$ cat src/rtl/core/bsc_pkg.sv
// ----------------------------------------------------------------------------
// Bracket syntax checker package
// Shared constants, codes, types and helper functions of the checker.
// ----------------------------------------------------------------------------
`timescale 1ns / 1ps

package bsc_pkg;

  // Stack geometry.
  localparam int unsigned STACK_DEPTH = 64;
  localparam int unsigned SP_W        = $clog2(STACK_DEPTH + 1);
  localparam int unsigned ADDR_W      = (STACK_DEPTH > 1) ? $clog2(STACK_DEPTH) : 1;

  // Field widths of the channels.
  localparam int unsigned BYTE_W   = 8;
  localparam int unsigned LINE_W   = 24;
  localparam int unsigned DEPTH_W  = 7;
  localparam int unsigned CODE_W   = 2;
  localparam int unsigned STATUS_W = 3;

  localparam logic [LINE_W-1:0] LINE_MAX = {LINE_W{1'b1}};
  localparam logic [LINE_W-1:0] LINE_ONE = LINE_W'(1);

  // Characters of interest.
  localparam logic [BYTE_W-1:0] CH_LPAREN = 8'h28;
  localparam logic [BYTE_W-1:0] CH_RPAREN = 8'h29;
  localparam logic [BYTE_W-1:0] CH_LSQUARE = 8'h5B;
  localparam logic [BYTE_W-1:0] CH_RSQUARE = 8'h5D;
  localparam logic [BYTE_W-1:0] CH_LBRACE = 8'h7B;
  localparam logic [BYTE_W-1:0] CH_RBRACE = 8'h7D;
  localparam logic [BYTE_W-1:0] CH_NEWLINE = 8'h0A;
  localparam logic [BYTE_W-1:0] CH_STAR = 8'h2A;
  localparam logic [BYTE_W-1:0] CH_SLASH = 8'h2F;
  localparam logic [BYTE_W-1:0] CH_BACKSLASH = 8'h5C;
  localparam logic [BYTE_W-1:0] CH_DQUOTE = 8'h22;
  localparam logic [BYTE_W-1:0] CH_SQUOTE = 8'h27;

  // Bracket codes as kept on the stack.
  localparam logic [CODE_W-1:0] BR_NONE   = 2'd0;
  localparam logic [CODE_W-1:0] BR_PAREN  = 2'd1;
  localparam logic [CODE_W-1:0] BR_SQUARE = 2'd2;
  localparam logic [CODE_W-1:0] BR_BRACE  = 2'd3;

  // Item kinds.
  localparam logic KIND_TEXT = 1'b0;
  localparam logic KIND_END  = 1'b1;

  typedef enum logic [STATUS_W-1:0] {
    ST_RUNNING   = 3'd0,
    ST_MISMATCH  = 3'd1,
    ST_PASSED    = 3'd2,
    ST_UNTERM    = 3'd3,
    ST_UNMATCHED = 3'd4,
    ST_OVERFLOW  = 3'd5
  } status_e;

  // Stack operation requested by the scanner.
  typedef struct packed {
    logic              push;
    logic              pop;
    logic [CODE_W-1:0] code;
  } stk_op_t;

  // Error events reported by the stack controller.
  typedef struct packed {
    logic              overflow;
    logic              mismatch;
    logic [CODE_W-1:0] opener;
  } stk_evt_t;

  function automatic logic [CODE_W-1:0] opener_code(input logic [BYTE_W-1:0] c);
    logic [CODE_W-1:0] r;
    r = BR_NONE;
    if (c == CH_LPAREN) r = BR_PAREN;
    if (c == CH_LSQUARE) r = BR_SQUARE;
    if (c == CH_LBRACE) r = BR_BRACE;
    return r;
  endfunction

  function automatic logic [CODE_W-1:0] closer_code(input logic [BYTE_W-1:0] c);
    logic [CODE_W-1:0] r;
    r = BR_NONE;
    if (c == CH_RPAREN) r = BR_PAREN;
    if (c == CH_RSQUARE) r = BR_SQUARE;
    if (c == CH_RBRACE) r = BR_BRACE;
    return r;
  endfunction

endpackage

$ cat src/rtl/core/bsc_in_if.sv
// ----------------------------------------------------------------------------
// Bracket syntax checker input channel
// Valid/ready channel that carries one text byte or an end marker.
// ----------------------------------------------------------------------------
`timescale 1ns / 1ps

interface bsc_in_if import bsc_pkg::*; ();
  logic              valid;
  logic              ready;
  logic              kind;
  logic [BYTE_W-1:0] text_byte;

  modport source (output valid, output kind, output text_byte, input ready);
  modport sink   (input valid, input kind, input text_byte, output ready);
endinterface

$ cat src/rtl/core/bsc_out_if.sv
// ----------------------------------------------------------------------------
// Bracket syntax checker output channel
// Valid/ready channel that carries one checker result.
// ----------------------------------------------------------------------------
`timescale 1ns / 1ps

interface bsc_out_if import bsc_pkg::*; ();
  logic                valid;
  logic                ready;
  logic [STATUS_W-1:0] status;
  logic [LINE_W-1:0]   line_number;
  logic [DEPTH_W-1:0]  open_depth;
  logic [CODE_W-1:0]   opener_seen;
  logic [CODE_W-1:0]   closer_seen;

  modport source (output valid, output status, output line_number, output open_depth,
                  output opener_seen, output closer_seen, input ready);
  modport sink   (input valid, input status, input line_number, input open_depth,
                  input opener_seen, input closer_seen, output ready);
endinterface

$ cat src/rtl/core/bsc_ram.sv
// ----------------------------------------------------------------------------
// Generic single-port-write RAM
// One write port and one read port, read data registered.
// ----------------------------------------------------------------------------
`timescale 1ns / 1ps

module bsc_ram #(
  parameter int unsigned WIDTH = 2,
  parameter int unsigned DEPTH = 64,
  localparam int unsigned AW   = (DEPTH > 1) ? $clog2(DEPTH) : 1
) (
  input  logic             clk_i,
  input  logic             we_i,
  input  logic [AW-1:0]    waddr_i,
  input  logic [WIDTH-1:0] wdata_i,
  input  logic [AW-1:0]    raddr_i,
  output logic [WIDTH-1:0] rdata_o
);

  logic [WIDTH-1:0] mem_q [DEPTH];

  always_ff @(posedge clk_i) begin
    if (we_i) begin
      mem_q[waddr_i] <= wdata_i;
    end
    rdata_o <= mem_q[raddr_i];
  end

endmodule

$ cat src/rtl/core/bsc_scan.sv
// ----------------------------------------------------------------------------
// Bracket syntax checker scanner
// Lexical mode flags, line counter and bracket operation decode.
// ----------------------------------------------------------------------------
`timescale 1ns / 1ps

module bsc_scan import bsc_pkg::*; (
  input  logic              clk_i,
  input  logic              rst_ni,
  input  logic              en_i,
  input  logic [BYTE_W-1:0] byte_i,
  output stk_op_t           op_o,
  output logic              quote_open_o,
  output logic [LINE_W-1:0] line_o
);

  logic              esc_q, esc_d;
  logic              str_q, str_d;
  logic              chr_q, chr_d;
  logic              cmt_q, cmt_d;
  logic              sls_q, sls_d;
  logic [LINE_W-1:0] line_q, line_d;
  logic              bracket_ok;

  always_comb begin
    esc_d      = esc_q;
    str_d      = str_q;
    chr_d      = chr_q;
    cmt_d      = cmt_q;
    sls_d      = sls_q;
    line_d     = line_q;
    bracket_ok = 1'b0;

    if (byte_i == CH_NEWLINE && line_q != LINE_MAX) begin
      line_d = line_q + LINE_ONE;
    end

    if (esc_q) begin
      esc_d = 1'b0;
      sls_d = 1'b0;
    end else if (byte_i == CH_BACKSLASH) begin
      esc_d = 1'b1;
      sls_d = 1'b0;
    end else if (str_q) begin
      if (byte_i == CH_DQUOTE) str_d = 1'b0;
    end else if (chr_q) begin
      if (byte_i == CH_SQUOTE) chr_d = 1'b0;
    end else if (cmt_q) begin
      if (byte_i == CH_STAR) begin
        sls_d = 1'b1;
      end else if (byte_i == CH_SLASH && sls_q) begin
        cmt_d = 1'b0;
        sls_d = 1'b0;
      end else begin
        sls_d = 1'b0;
      end
    end else if (byte_i == CH_STAR && sls_q) begin
      cmt_d = 1'b1;
      sls_d = 1'b0;
    end else if (byte_i == CH_SLASH) begin
      sls_d = 1'b1;
    end else begin
      sls_d = 1'b0;
      if (byte_i == CH_DQUOTE) begin
        str_d = 1'b1;
      end else if (byte_i == CH_SQUOTE) begin
        chr_d = 1'b1;
      end else begin
        bracket_ok = 1'b1;
      end
    end
  end

  assign op_o.push = bracket_ok && (opener_code(byte_i) != BR_NONE);
  assign op_o.pop  = bracket_ok && (closer_code(byte_i) != BR_NONE);
  assign op_o.code = opener_code(byte_i) | closer_code(byte_i);

  assign quote_open_o = str_q | chr_q;
  assign line_o       = en_i ? line_d : line_q;

  always_ff @(posedge clk_i or negedge rst_ni) begin
    if (!rst_ni) begin
      esc_q  <= 1'b0;
      str_q  <= 1'b0;
      chr_q  <= 1'b0;
      cmt_q  <= 1'b0;
      sls_q  <= 1'b0;
      line_q <= LINE_ONE;
    end else if (en_i) begin
      esc_q  <= esc_d;
      str_q  <= str_d;
      chr_q  <= chr_d;
      cmt_q  <= cmt_d;
      sls_q  <= sls_d;
      line_q <= line_d;
    end
  end

endmodule

$ cat src/rtl/core/bsc_stack.sv
// ----------------------------------------------------------------------------
// Bracket syntax checker stack controller
// Bracket stack in RAM with the top entry held in a register.
// ----------------------------------------------------------------------------
`timescale 1ns / 1ps

module bsc_stack import bsc_pkg::*; (
  input  logic               clk_i,
  input  logic               rst_ni,
  input  logic               en_i,
  input  stk_op_t            op_i,
  output stk_evt_t           evt_o,
  output logic               empty_o,
  output logic [DEPTH_W-1:0] depth_o
);

  logic [SP_W-1:0]   sp_q, sp_d;
  logic [CODE_W-1:0] top_q, top_d;
  logic              we;
  logic [ADDR_W-1:0] waddr;
  logic [ADDR_W-1:0] raddr;
  logic [CODE_W-1:0] rdata;

  // The RAM always reads the entry just below the next top, so a pop in the
  // following cycle finds the new top in rdata.
  always_comb begin
    sp_d  = sp_q;
    top_d = top_q;
    we    = 1'b0;
    waddr = sp_q[ADDR_W-1:0];
    evt_o = '0;

    if (en_i && op_i.push) begin
      if (sp_q == SP_W'(STACK_DEPTH)) begin
        evt_o.overflow = 1'b1;
      end else begin
        we    = 1'b1;
        top_d = op_i.code;
        sp_d  = sp_q + SP_W'(1);
      end
    end else if (en_i && op_i.pop) begin
      if (sp_q == '0) begin
        evt_o.mismatch = 1'b1;
        evt_o.opener   = BR_NONE;
      end else begin
        sp_d  = sp_q - SP_W'(1);
        top_d = rdata;
        if (top_q != op_i.code) begin
          evt_o.mismatch = 1'b1;
          evt_o.opener   = top_q;
        end
      end
    end

    if (sp_d >= SP_W'(2)) begin
      raddr = ADDR_W'(sp_d - SP_W'(2));
    end else begin
      raddr = '0;
    end
  end

  bsc_ram #(
    .WIDTH(CODE_W),
    .DEPTH(STACK_DEPTH)
  ) u_ram (
    .clk_i  (clk_i),
    .we_i   (we),
    .waddr_i(waddr),
    .wdata_i(op_i.code),
    .raddr_i(raddr),
    .rdata_o(rdata)
  );

  always_ff @(posedge clk_i or negedge rst_ni) begin
    if (!rst_ni) begin
      sp_q <= '0;
    end else begin
      sp_q <= sp_d;
    end
  end

  always_ff @(posedge clk_i) begin
    top_q <= top_d;
  end

  assign empty_o = (sp_q == '0);
  assign depth_o = DEPTH_W'(sp_d);

  // The stack pointer never passes the stack depth.
  a_sp_bound: assert property (@(posedge clk_i) disable iff (!rst_ni)
    sp_q <= SP_W'(STACK_DEPTH))
    else $error("stack pointer beyond stack depth");

  // The stack pointer moves only on an accepted byte.
  a_sp_step: assert property (@(posedge clk_i) disable iff (!rst_ni)
    !en_i |=> $stable(sp_q))
    else $error("stack pointer moved without an accepted byte");

  // A push onto a full stack leaves the stack as it was.
  a_full_push: assert property (@(posedge clk_i) disable iff (!rst_ni)
    (en_i && op_i.push && sp_q == SP_W'(STACK_DEPTH)) |=> $stable(sp_q))
    else $error("push onto a full stack moved the pointer");

endmodule

$ cat src/rtl/core/bracket_syntax_checker_top.sv
// ----------------------------------------------------------------------------
// Bracket syntax checker top level
// Result: registered, valid in the cycle after its input transaction.
// Throughput: one transaction per cycle unless the receiver stalls, limited by
// the single stack RAM port pair (one write and one read) and registered top.
// Reset (rst_ni, asynchronous, active low) clears the mode flags, the stack
// pointer and the latched status and sets the line counter to one; the
// stack RAM is not cleared, and items are accepted right after reset.
// ----------------------------------------------------------------------------
`timescale 1ns / 1ps

module bracket_syntax_checker_top import bsc_pkg::*; (
  input  logic      clk_i,
  input  logic      rst_ni,
  bsc_in_if.sink    in_i,
  bsc_out_if.source out_o
);

  // Handshake. A single output register separates the two channels: a new
  // input transaction is taken whenever that register is empty or is being
  // drained in the same cycle.
  logic accept;
  logic out_valid_q;

  assign in_i.ready = !out_valid_q || out_o.ready;
  assign accept     = in_i.valid && in_i.ready;

  // Status latch. Once the status leaves running, every later transaction
  // repeats it unchanged until reset.
  status_e           status_q, status_d;
  logic [CODE_W-1:0] err_open_q, err_open_d;
  logic [CODE_W-1:0] err_close_q, err_close_d;
  logic              running;
  logic              byte_en;
  logic              end_en;

  assign running = (status_q == ST_RUNNING);
  assign byte_en = accept && running && (in_i.kind == KIND_TEXT);
  assign end_en  = accept && running && (in_i.kind == KIND_END);

  // Scanner: quotes, comments, escapes and the line count.
  stk_op_t           op;
  logic              quote_open;
  logic [LINE_W-1:0] line_next;

  bsc_scan u_scan (
    .clk_i       (clk_i),
    .rst_ni      (rst_ni),
    .en_i        (byte_en),
    .byte_i      (in_i.text_byte),
    .op_o        (op),
    .quote_open_o(quote_open),
    .line_o      (line_next)
  );

  // Stack controller: pushes openers and checks closers against the top.
  stk_evt_t           evt;
  logic               stack_empty;
  logic [DEPTH_W-1:0] depth_next;

  bsc_stack u_stack (
    .clk_i  (clk_i),
    .rst_ni (rst_ni),
    .en_i   (byte_en),
    .op_i   (op),
    .evt_o  (evt),
    .empty_o(stack_empty),
    .depth_o(depth_next)
  );

  // The verdict at the end marker looks at quotes first, then at the stack.
  // An open block comment at the end is not an error.
  always_comb begin
    status_d    = status_q;
    err_open_d  = err_open_q;
    err_close_d = err_close_q;
    if (end_en) begin
      if (quote_open) begin
        status_d = ST_UNTERM;
      end else if (stack_empty) begin
        status_d = ST_PASSED;
      end else begin
        status_d = ST_UNMATCHED;
      end
    end else if (byte_en && evt.overflow) begin
      status_d = ST_OVERFLOW;
    end else if (byte_en && evt.mismatch) begin
      status_d    = ST_MISMATCH;
      err_open_d  = evt.opener;
      err_close_d = op.code;
    end
  end

  always_ff @(posedge clk_i or negedge rst_ni) begin
    if (!rst_ni) begin
      status_q    <= ST_RUNNING;
      err_open_q  <= BR_NONE;
      err_close_q <= BR_NONE;
      out_valid_q <= 1'b0;
    end else begin
      status_q    <= status_d;
      err_open_q  <= err_open_d;
      err_close_q <= err_close_d;
      if (accept) begin
        out_valid_q <= 1'b1;
      end else if (out_o.ready) begin
        out_valid_q <= 1'b0;
      end
    end
  end

  // Result register. The mismatch codes are shown only with a mismatch.
  logic [STATUS_W-1:0] res_status_q;
  logic [LINE_W-1:0]   res_line_q;
  logic [DEPTH_W-1:0]  res_depth_q;
  logic [CODE_W-1:0]   res_open_q;
  logic [CODE_W-1:0]   res_close_q;
  logic                is_mismatch;

  assign is_mismatch = (status_d == ST_MISMATCH);

  always_ff @(posedge clk_i) begin
    if (accept) begin
      res_status_q <= status_d;
      res_line_q   <= line_next;
      res_depth_q  <= depth_next;
      res_open_q   <= is_mismatch ? err_open_d : BR_NONE;
      res_close_q  <= is_mismatch ? err_close_d : BR_NONE;
    end
  end

  assign out_o.valid       = out_valid_q;
  assign out_o.status      = res_status_q;
  assign out_o.line_number = res_line_q;
  assign out_o.open_depth  = res_depth_q;
  assign out_o.opener_seen = res_open_q;
  assign out_o.closer_seen = res_close_q;

  // A latched status never changes again.
  a_status_sticky: assert property (@(posedge clk_i) disable iff (!rst_ni)
    (status_q != ST_RUNNING) |=> $stable(status_q))
    else $error("latched status changed");

  // Every accepted transaction leaves a result in the output register.
  a_accept_result: assert property (@(posedge clk_i) disable iff (!rst_ni)
    accept |=> out_valid_q)
    else $error("accepted transaction produced no result");

  // A mismatch always names the offending closer.
  a_mismatch_closer: assert property (@(posedge clk_i) disable iff (!rst_ni)
    (out_valid_q && res_status_q == ST_MISMATCH) |-> (res_close_q != BR_NONE))
    else $error("mismatch result without a closer code");

  // The line count never reads zero.
  a_line_nonzero: assert property (@(posedge clk_i) disable iff (!rst_ni)
    out_valid_q |-> (res_line_q != '0))
    else $error("line number zero in a result");

endmodule

$ cat src/flat_wrapper.sv
// flat-port wrapper written by rule: the top's interface ports become plain ports
module bracket_syntax_checker_top_flat import bsc_pkg::*;
  (clk_i, rst_ni, in_i_valid, in_i_kind, in_i_text_byte, in_i_ready, out_o_valid, out_o_status, out_o_line_number, out_o_open_depth, out_o_opener_seen, out_o_closer_seen, out_o_ready);
  bsc_in_if in_i_i ();
  bsc_out_if out_o_i ();
  input  logic clk_i;
  input  logic rst_ni;
  input wire logic [$bits(in_i_i.valid)-1:0] in_i_valid;
  input wire logic [$bits(in_i_i.kind)-1:0] in_i_kind;
  input wire logic [$bits(in_i_i.text_byte)-1:0] in_i_text_byte;
  output wire logic [$bits(in_i_i.ready)-1:0] in_i_ready;
  output wire logic [$bits(out_o_i.valid)-1:0] out_o_valid;
  output wire logic [$bits(out_o_i.status)-1:0] out_o_status;
  output wire logic [$bits(out_o_i.line_number)-1:0] out_o_line_number;
  output wire logic [$bits(out_o_i.open_depth)-1:0] out_o_open_depth;
  output wire logic [$bits(out_o_i.opener_seen)-1:0] out_o_opener_seen;
  output wire logic [$bits(out_o_i.closer_seen)-1:0] out_o_closer_seen;
  input wire logic [$bits(out_o_i.ready)-1:0] out_o_ready;
  assign in_i_i.valid = in_i_valid;
  assign in_i_i.kind = in_i_kind;
  assign in_i_i.text_byte = in_i_text_byte;
  assign in_i_ready = in_i_i.ready;
  assign out_o_valid = out_o_i.valid;
  assign out_o_status = out_o_i.status;
  assign out_o_line_number = out_o_i.line_number;
  assign out_o_open_depth = out_o_i.open_depth;
  assign out_o_opener_seen = out_o_i.opener_seen;
  assign out_o_closer_seen = out_o_i.closer_seen;
  assign out_o_i.ready = out_o_ready;
  bracket_syntax_checker_top u_core (.clk_i(clk_i), .rst_ni(rst_ni), .in_i(in_i_i), .out_o(out_o_i));
endmodule
$ cat config.mk
export PLATFORM = sky130hd
export DESIGN_NAME = bracket_syntax_checker_top_flat
export DESIGN_NICKNAME = d
export VERILOG_FILES = /design/src/rtl/core/bsc_pkg.sv /design/src/rtl/core/bsc_in_if.sv /design/src/rtl/core/bsc_out_if.sv /design/src/rtl/core/bsc_ram.sv /design/src/rtl/core/bsc_scan.sv /design/src/rtl/core/bsc_stack.sv /design/src/rtl/core/bracket_syntax_checker_top.sv /design/src/flat_wrapper.sv
export SDC_FILE = /design/constraint.sdc
export NUM_CORES = 1
export LEC_CHECK = 0
export BUFFER_PORTS_ARGS = -buffer_cell sky130_fd_sc_hd__buf_2
export CORE_MARGIN = 1.5
export CORE_UTILIZATION = 55
export DETAILED_ROUTE_END_ITERATION = 10
export GPL_TIMING_DRIVEN = 1
export HOLD_SLACK_MARGIN = 0.05
export MAX_ROUTING_LAYER = met4
export PLACE_DENSITY_LB_ADDON = 0.08
export REMOVE_ABC_BUFFERS = 1
export SETUP_SLACK_MARGIN = 0.02
export SYNTH_ARGS = -nofsm -noshare
export SYNTH_HDL_FRONTEND = slang
export SYNTH_SLANG_ARGS = --single-unit
$ cat constraint.sdc
create_clock -name clk_i -period 11.5 [get_ports clk_i]
set_input_delay 3.45 -clock clk_i [delete_from_list [all_inputs] [get_ports clk_i]]
set_output_delay 3.45 -clock clk_i [all_outputs]
set_load 0.03 [all_outputs]
# Word level (Yosys, flattened, before mapping)
# Memory sizes are Yosys's and may differ from the RTL's. A register that Yosys moved wholly into a read port is not among the register bits.
# Index checks and enable logic that the tools add are counted.
dict set report word_totals {
  register_bits 84
  elab_cells 152
  memories 1
  input_bits 13
  out_inout_bits 40
  ramBits 128
}
dict set report op_classes {
  n_mux 76
  n_bitwise 7
  eq_ne 20
  magnitude_cmp 1
  add_sub_neg 4
  n_reduce_logical 26
}
# name words word_bits read_ports rd_clocked_by_memory_dff write_ports line_no
set memory_table {}
lappend memory_table {u_core.u_stack.u_ram.mem_q 64 2 1 1 1 bsc_ram.sv:20} ;# logic [WIDTH-1:0] mem_q [DEPTH];
# op n
set ops {}
lappend ops {{$eq 8x6->1 const B} 6}
lappend ops {{$mux 24} 2}
lappend ops {{$mux 1} 46}
lappend ops {{$eq 8x7->1 const B} 5}
lappend ops {{$mux 2} 14}
lappend ops {{$mux 7} 4}
lappend ops {{$mux 3} 9}
lappend ops {{$add 24x1->24 const B} 1}
lappend ops {{$ne 24x24->1 const B} 1}
lappend ops {{$logic_and 1x1->1} 13}
lappend ops {{$reduce_and 3->1} 3}
lappend ops {{$eq 8x4->1 const B} 1}
lappend ops {{$reduce_bool 2->1} 4}
lappend ops {{$add 7x1->7 const B} 1}
lappend ops {{$eq 7x7->1 const B} 1}
lappend ops {{$ge 7x2->1 const B} 1}
lappend ops {{$logic_not 7->1} 1}
lappend ops {{$sub 7x1->7 const B} 1}
lappend ops {{$mux 6} 1}
lappend ops {{$ne 3x2->1 const B} 2}
lappend ops {{$sub 6x2->6 const B} 1}
lappend ops {{$not 1->1} 5}
lappend ops {{$reduce_and 5->1} 1}
lappend ops {{$ne 2x2->1 const B} 2}
lappend ops {{other kinds (8)} 8}

# Depth between registers and ports, before layout
dict set report logic_depth {
  depth_word 19
  mapped_depth 22
}

# Cells and area by module
# A second synthesis with hierarchy kept.
dict set report hier_totals {
  cells_unflattened 682
  hier_area_um2 9661.8
}
# mod instances cells_each area_per_inst_um2
set modules_own_cells {}
lappend modules_own_cells {bsc_ram 1 324 5397.7}
lappend modules_own_cells {bsc_scan 1 165 1737.9}
lappend modules_own_cells {bracket_syntax_checker_top 1 84 1594.0}
lappend modules_own_cells {bsc_stack 1 109 932.1}

# Worst setup path before layout
# Ideal clock, no wire load.
dict set report synth_path {
  path_kind {input port to flip-flop}
  start {input in_i_text_byte[0]}
  end {register u_core.res_close_q[0] (netlist: u_core.out_o.closer_seen[0]) (data pin)}
  setup_time_ns 0.255
  path_slack_ns 1.009
  t_arrival_ns 10.236
  n_path_buf 1
  cell_stages 10
  cell_sequence {buf_4 > inv_1 > nor4b_1 > nand2_1 > nand2_1 > xnor2_1 > nand2_1 > o21ai_0 > mux2_2 > nor2b_1}
}
# item line_no
set synth_rtl {}
lappend synth_rtl {{from (decl)} flat_wrapper.sv:10} ;# input wire logic [$bits(in_i_i.text_byte)-1:0] in_i_text_byte;
lappend synth_rtl {{to (signal assigned)} bracket_syntax_checker_top.sv:128} ;# res_close_q <= is_mismatch ? err_close_d : BR_NONE;
lappend synth_rtl {{to (decl)} bracket_syntax_checker_top.sv:117} ;# logic [CODE_W-1:0] res_close_q;

# Worst setup path after layout
dict set report layout_path {
  start {input in_i_text_byte[2]}
  end {register u_core.u_stack.u_ram.rdata_o[1], read port of u_core.u_stack.u_ram.mem_q}
}
dict set report layout_via {
  elab_chain_cells 16
  elab_cells_between_ends 38
  classes_between {1 x add/sub; 1 x order compare; 11 x eq/ne; 18 x mux; 7 x reduce/logical}
}
# item line_no
set layout_rtl {}
lappend layout_rtl {{$eq 8x6->1} bsc_scan.sv:66} ;# end else if (byte_i == CH_SQUOTE) begin
lappend layout_rtl {{$mux 1} bsc_scan.sv:66}
lappend layout_rtl {{$mux 1} bsc_scan.sv:64} ;# if (byte_i == CH_DQUOTE) begin
lappend layout_rtl {{$mux 1} bsc_scan.sv:60} ;# end else if (byte_i == CH_SLASH) begin
lappend layout_rtl {{$mux 1} bsc_scan.sv:57} ;# end else if (byte_i == CH_STAR && sls_q) begin
lappend layout_rtl {{$mux 1} bsc_scan.sv:48} ;# end else if (cmt_q) begin
lappend layout_rtl {{$mux 1} bsc_scan.sv:46} ;# end else if (chr_q) begin
lappend layout_rtl {{$mux 1} bsc_scan.sv:44} ;# end else if (str_q) begin
lappend layout_rtl {{$mux 1} bsc_scan.sv:41} ;# end else if (byte_i == CH_BACKSLASH) begin
lappend layout_rtl {{$mux 1} bsc_scan.sv:38} ;# if (esc_q) begin
lappend layout_rtl {{$logic_and 1x1->1} bsc_scan.sv:75} ;# assign op_o.pop = bracket_ok && (closer_code(byte_i) != BR_NONE);
lappend layout_rtl {{$logic_and 1x1->1} bsc_stack.sv:41} ;# end else if (en_i && op_i.pop) begin
lappend layout_rtl {{$mux 7} bsc_stack.sv:41}
lappend layout_rtl {{$mux 7 (*)} bsc_stack.sv:33} ;# if (en_i && op_i.push) begin
lappend layout_rtl {{$sub 6x2->6 / $ge 7x2->1 (equally long branches)} {bsc_stack.sv:56, bsc_stack.sv:55}}
lappend layout_rtl {{$mux 6 (*)} bsc_stack.sv:55} ;# if (sp_d >= SP_W'(2)) begin
lappend layout_rtl {{to (decl)} bsc_ram.sv:17} ;# output logic [WIDTH-1:0] rdata_o
# Mark *: on every way between the ends. The rest lies on a longest branch, timed or not.
# A chain may end at the register's enable or synchronous reset.

==> results.txt <==
The run finished with clean final reports. The worst setup slack after placement is 2.83 ns. The aggregate negative setup slack came out at 0 ns.

The post-synthesis cell area is 9800 sq um. The post-route clock period utilization came out at 0.717. The worst setup path is captured at a register. The sum of overflow across all layers after global routing came out at 0. The area used by sequential logic in the layout is ~6200 sq um. The max-cap check violation count is 0. CTS placed an instance of sky130_fd_sc_hd__clkbuf_16 at the clock tree root. The height of the chip is around 140 microns. The highest achievable clock rate came out at about 120 MHz. The initial antenna violation count came to 0. The pin count of the biggest net entering global routing came out at 69. From synthesis to final layout, the design area changed by 11.8%. The first-pass iteration count of the detailed router came out at 7. After detailed routing, the average wire length per cell comes to between 20 and 25 microns. The boundary pin count came out at 53.

The detailed router put a total of just over 10000 microns of wire on met1. The share of flip-flops with an asynchronous set or reset came out at 0.206. The placed cell count came out at between 1000 and 1500. For the pin with the worst max-slew slack, the measured transition is between 1 and 1.5 ns. STA classifies the critical path startpoint as an input port. The wire length reported by the detailed router came out at ~24000 microns. The number of clock buffers inserted by TritonCTS came out at 23. The top layer reached by signal wires is met4. The post-route antenna net violation count is 0.

The maximum fanout encountered on the critical timing path is 23. The flip-flop and latch count after synthesis came out at roughly 210. The clock-pin slew of the registers on the worst-case setup and hold paths came out at roughly 0.06 ns. The total met2 wirelength after detailed routing is roughly 11000 microns. The final standard cell count with taps included and fillers excluded is approximately 1100.

The placer's final routability congestion estimate came out at ~0.93. The most used flip-flop cell after synthesis is sky130_fd_sc_hd__edfxtp_1. The violation count after the first detailed-routing iteration is roughly 450. For this run, the register share of the synthesized area comes to 0.631. The floorplan has 48 rows. In the final design database the tool counted approximately 840 nets. The number of diodes added for antenna fixing is 0.

The count of mapped cells out of synthesis is between 700 and 800. A synthesized cell averages about 13 sq um. In the routed design, unresolved DRC markers number 0. The post-route worst setup slack is roughly 3.3 ns.

The initial utilization of the core area, before any placement, comes to 0.565. The count of vias placed by the detailed router is approximately 6700. Using the TritonRoute via totals, the vias-per-cell ratio works out to roughly 6.2. The setup path with the least slack is of type in -> reg. In the final layout, the share of cells above drive strength 1 is 0.170.

Gates resized during post-CTS repair numbered 0. The number of failing hold endpoints at the final stage is 0. The cts-stage hold buffer count is 0. The final setup violation count came out at 0. The CTS tree is yes. The met3 wire length is about 1500 microns. The via count of the first global-routing pass came out at ~6600.

Data on the critical path arrives at its endpoint at 8.59 ns. The worst vdd rail ir drop came out at 137 uV. The number of distinct standard cells referenced by the synthesized netlist is between 90 and 100.

The overall power of the completed layout is ~1.6 mW. The final-layout fill cell count is between 1000 and 1500. The wire-length estimate of the detail-placed layout is around 16000 microns. The static leakage power is 3.85 nW. The deepest level of the CTS H-tree is 1.

The worst-case headroom to the max-slew limit came out at 0.206. The multi-input gate area in the final layout came out at ~3400 sq um. The overall track demand over capacity in global routing is 0.274. The classification of the worst-slack hold path is reg -> reg. The total area inside the core boundary comes to about 17000 sq um.

The post-CTS setup buffer count came out at 0. Setup repair after global routing left no endpoint under its margin. The total count of max-transition violations in the final report is 0. The area enclosed by the die boundary is between 15000 and 20000 sq um. The data required time at the worst endpoint came out at between 10 and 15 ns. The post-route clock skew came out at around 0.015 ns. The number of clock sinks is approximately 210. Input and output buffers added on the ports amount to 52. The count of flip-flops with a built-in enable after synthesis is about 170.

The maximum buffer depth of the clock tree is 3. Subtracting the final worst setup slack from the clock period gives around 8.2 ns. The floorplan step set the die width to between 100 and 150 microns.

For this design the ratio of total power to cell area is 150 nW/um^2. The wire length of the first global-routing pass is between 30000 and 40000 microns. Yosys printed 0 warnings. The clock reaches the later pin of the worst-skew pair after between 0.5 and 0.6 ns.
==> metal layers <==
metal  vias to the layer above  GRT usage
li1                       3045          -
met1                      3302      0.364
met2                       267      0.432
met3                        53     0.0452
met4                         0     0.0922
met5                         -          -
==> kinds of logic (layout without fill, tap and decap cells) <==
group                    after synthesis  in the layout  share of synthesized area
AND/OR/NAND/NOR                      295            295                      0.150
flip-flops                           214            214                      0.631
AO/OA/AOI/OAI                        146            146                      0.120
buffers and inverters                 50            115                     0.0221
multiplexers                          37             37                     0.0443
XOR/XNOR                              31             31                     0.0277
adder cells (fa/ha/maj)                4              4                    0.00511
==> layout by cell type, fill, tap and decap left out, drive strengths merged, types with 5 or more instances in the layout <==
cell type | synthesis | routed
a2111oi | 6 | 6
clkbuf | 14 | 34
and3 | 13 | 13
o21ai | 24 | 24
a31oi | 8 | 8
xnor2 | 25 | 25
buf | 19 | 57
nor3 | 16 | 16
nand4 | 11 | 11
o211ai | 7 | 7
mux2i | 22 | 22
o221ai | 6 | 6
edfxtp | 168 | 168
clkinv | 0 | 5
dfrtp | 43 | 43
mux2 | 11 | 11
nand3 | 33 | 33
a22oi | 5 | 5
nand2 | 61 | 61
nor2 | 114 | 114
a221oi | 5 | 5
or3 | 7 | 7
inv | 17 | 18
nor2b | 14 | 14
a211oi | 8 | 8
xor2 | 6 | 6
nand2b | 7 | 7
a21oi | 23 | 23
o22ai | 5 | 5
==> synth_stat cells, types with 4 or more instances <==
| master | n | share of area |
|---|---|---|
| sky130_fd_sc_hd__a2111oi_0 | 4 | 0.0036 |
| sky130_fd_sc_hd__a211o_1 | 4 | 0.0036 |
| sky130_fd_sc_hd__a211oi_1 | 6 | 0.0046 |
| sky130_fd_sc_hd__a21oi_1 | 20 | 0.010 |
| sky130_fd_sc_hd__a221oi_1 | 5 | 0.0045 |
| sky130_fd_sc_hd__a22o_1 | 4 | 0.0036 |
| sky130_fd_sc_hd__a31oi_1 | 8 | 0.0051 |
| sky130_fd_sc_hd__a32oi_1 | 4 | 0.0036 |
| sky130_fd_sc_hd__and3_1 | 12 | 0.0077 |
| sky130_fd_sc_hd__buf_1 | 4 | 0.0015 |
| sky130_fd_sc_hd__buf_2 | 11 | 0.0056 |
| sky130_fd_sc_hd__buf_4 | 4 | 0.0031 |
| sky130_fd_sc_hd__clkbuf_1 | 14 | 0.0054 |
| sky130_fd_sc_hd__dfrtp_1 | 43 | 0.11 |
| sky130_fd_sc_hd__edfxtp_1 | 168 | 0.51 |
| sky130_fd_sc_hd__ha_1 | 4 | 0.0051 |
| sky130_fd_sc_hd__inv_1 | 14 | 0.0054 |
| sky130_fd_sc_hd__mux2_2 | 10 | 0.011 |
| sky130_fd_sc_hd__mux2i_1 | 22 | 0.022 |
| sky130_fd_sc_hd__mux4_2 | 4 | 0.0092 |
| sky130_fd_sc_hd__nand2_1 | 59 | 0.023 |
| sky130_fd_sc_hd__nand2b_1 | 7 | 0.0045 |
| sky130_fd_sc_hd__nand3_1 | 32 | 0.016 |
| sky130_fd_sc_hd__nand4_1 | 10 | 0.0064 |
| sky130_fd_sc_hd__nor2_1 | 111 | 0.043 |
| sky130_fd_sc_hd__nor2b_1 | 14 | 0.0089 |
| sky130_fd_sc_hd__nor3_1 | 13 | 0.0066 |
| sky130_fd_sc_hd__o211ai_1 | 7 | 0.0054 |
| sky130_fd_sc_hd__o21ai_0 | 16 | 0.0082 |
| sky130_fd_sc_hd__o21ai_1 | 6 | 0.0031 |
| sky130_fd_sc_hd__o221ai_1 | 6 | 0.0054 |
| sky130_fd_sc_hd__o22ai_1 | 4 | 0.0026 |
| sky130_fd_sc_hd__o31ai_1 | 4 | 0.0031 |
| sky130_fd_sc_hd__or3_1 | 7 | 0.0045 |
| sky130_fd_sc_hd__or4_1 | 4 | 0.0031 |
| sky130_fd_sc_hd__xnor2_1 | 25 | 0.022 |
| sky130_fd_sc_hd__xor2_1 | 6 | 0.0054 |
==> worst max-delay path, stage by stage <==
cell	delay (ns)
sky130_fd_sc_hd__buf_2	0.17
sky130_fd_sc_hd__nor2b_1	0.38
sky130_fd_sc_hd__nand3_1	0.25
sky130_fd_sc_hd__a21oi_1	0.29
sky130_fd_sc_hd__nand2_1	0.15
sky130_fd_sc_hd__a221o_1	0.40
sky130_fd_sc_hd__nor2_4	0.42
sky130_fd_sc_hd__inv_2	0.34
sky130_fd_sc_hd__ha_1	0.41
sky130_fd_sc_hd__and3_1	0.29
sky130_fd_sc_hd__a21oi_1	0.97
sky130_fd_sc_hd__a22o_1	0.26
sky130_fd_sc_hd__nor3_1	0.05
sky130_fd_sc_hd__or3_1	0.40
sky130_fd_sc_hd__a311oi_1	0.26
sky130_fd_sc_hd__a311oi_1	0.09
==> per-stage QoR <==
| stage | util | area (sq um) | hold WS (ns) |
|---|---|---|---|
| after global routing | 0.631 | 11000 | 0.522 |
| after detailed placement | 0.590 | 10200 | 0.483 |
| after global placement | 0.590 | 10200 | 0.467 |
| after floorplan | - | 9650 | 0.446 |
| final | 0.631 | 11000 | 0.500 |
| after CTS | 0.631 | 11000 | 0.503 |
==> final timing paths <==
kind	start	to	slack (ns)	cells past startpoint
max	in_i_text_byte[2]	u_core.u_stack.u_ram.rdata_o[1]$_DFF_P_	3.26	16
min	u_core.err_open_q[1]$_DFF_PN0_	u_core.err_open_q[1]$_DFF_PN0_	0.50	1
max reg2reg	u_core.u_stack.sp_q[0]$_DFF_PN0_	u_core.u_stack.u_ram.rdata_o[1]$_DFF_P_	5.55	16
min reg2reg	u_core.err_open_q[1]$_DFF_PN0_	u_core.err_open_q[1]$_DFF_PN0_	0.50	1
max in group asynchronous	rst_ni	u_core.u_scan.line_q[20]$_DFF_PN0_	7.76	1
min in group asynchronous	rst_ni	u_core.u_scan.sls_q$_DFFE_PN0P_	3.11	1
==> final cells by class <==
| type | count | share of cell area |
|---|---|---|
| inverters | 17 | 0.00582 |
| clock buffers | 34 | 0.0628 |
| clock inverters | 7 | 0.00331 |
| multi-input cells | 513 | 0.311 |
| repair buffers | 57 | 0.0272 |
| flip-flops and latches | 214 | 0.564 |
| well taps | 225 | 0.0257 |
==> state kept, by name, summed over array words and instances (netlist names) <==
signal	flops
u_core.err_close_q	2
u_core.u_scan.esc_q	1
u_core.out_o.valid	1
u_core.out_o.opener_seen	2
u_core.err_open_q	2
u_core.u_scan.line_q	24
u_core.u_scan.str_q	1
u_core.u_stack.top_q	2
u_core.out_o.open_depth	7
u_core.u_stack.sp_q	7
u_core.out_o.status	3
u_core.out_o.line_number	24
u_core.u_stack.u_ram.mem_q	128
u_core.u_scan.cmt_q	1
u_core.out_o.closer_seen	2
u_core.u_scan.sls_q	1
u_core.u_scan.chr_q	1
u_core.u_stack.u_ram.rdata_o	2
u_core.status_q	3
==> report_power, final <==
part	switching (mW)	leakage, nW	internal [mW]
logic	0.0647	1.34	0.0269
registers	0.0103	2.15	0.843
clock network	0.284	0.352	0.413
Power figures use the tool's default switching activity.
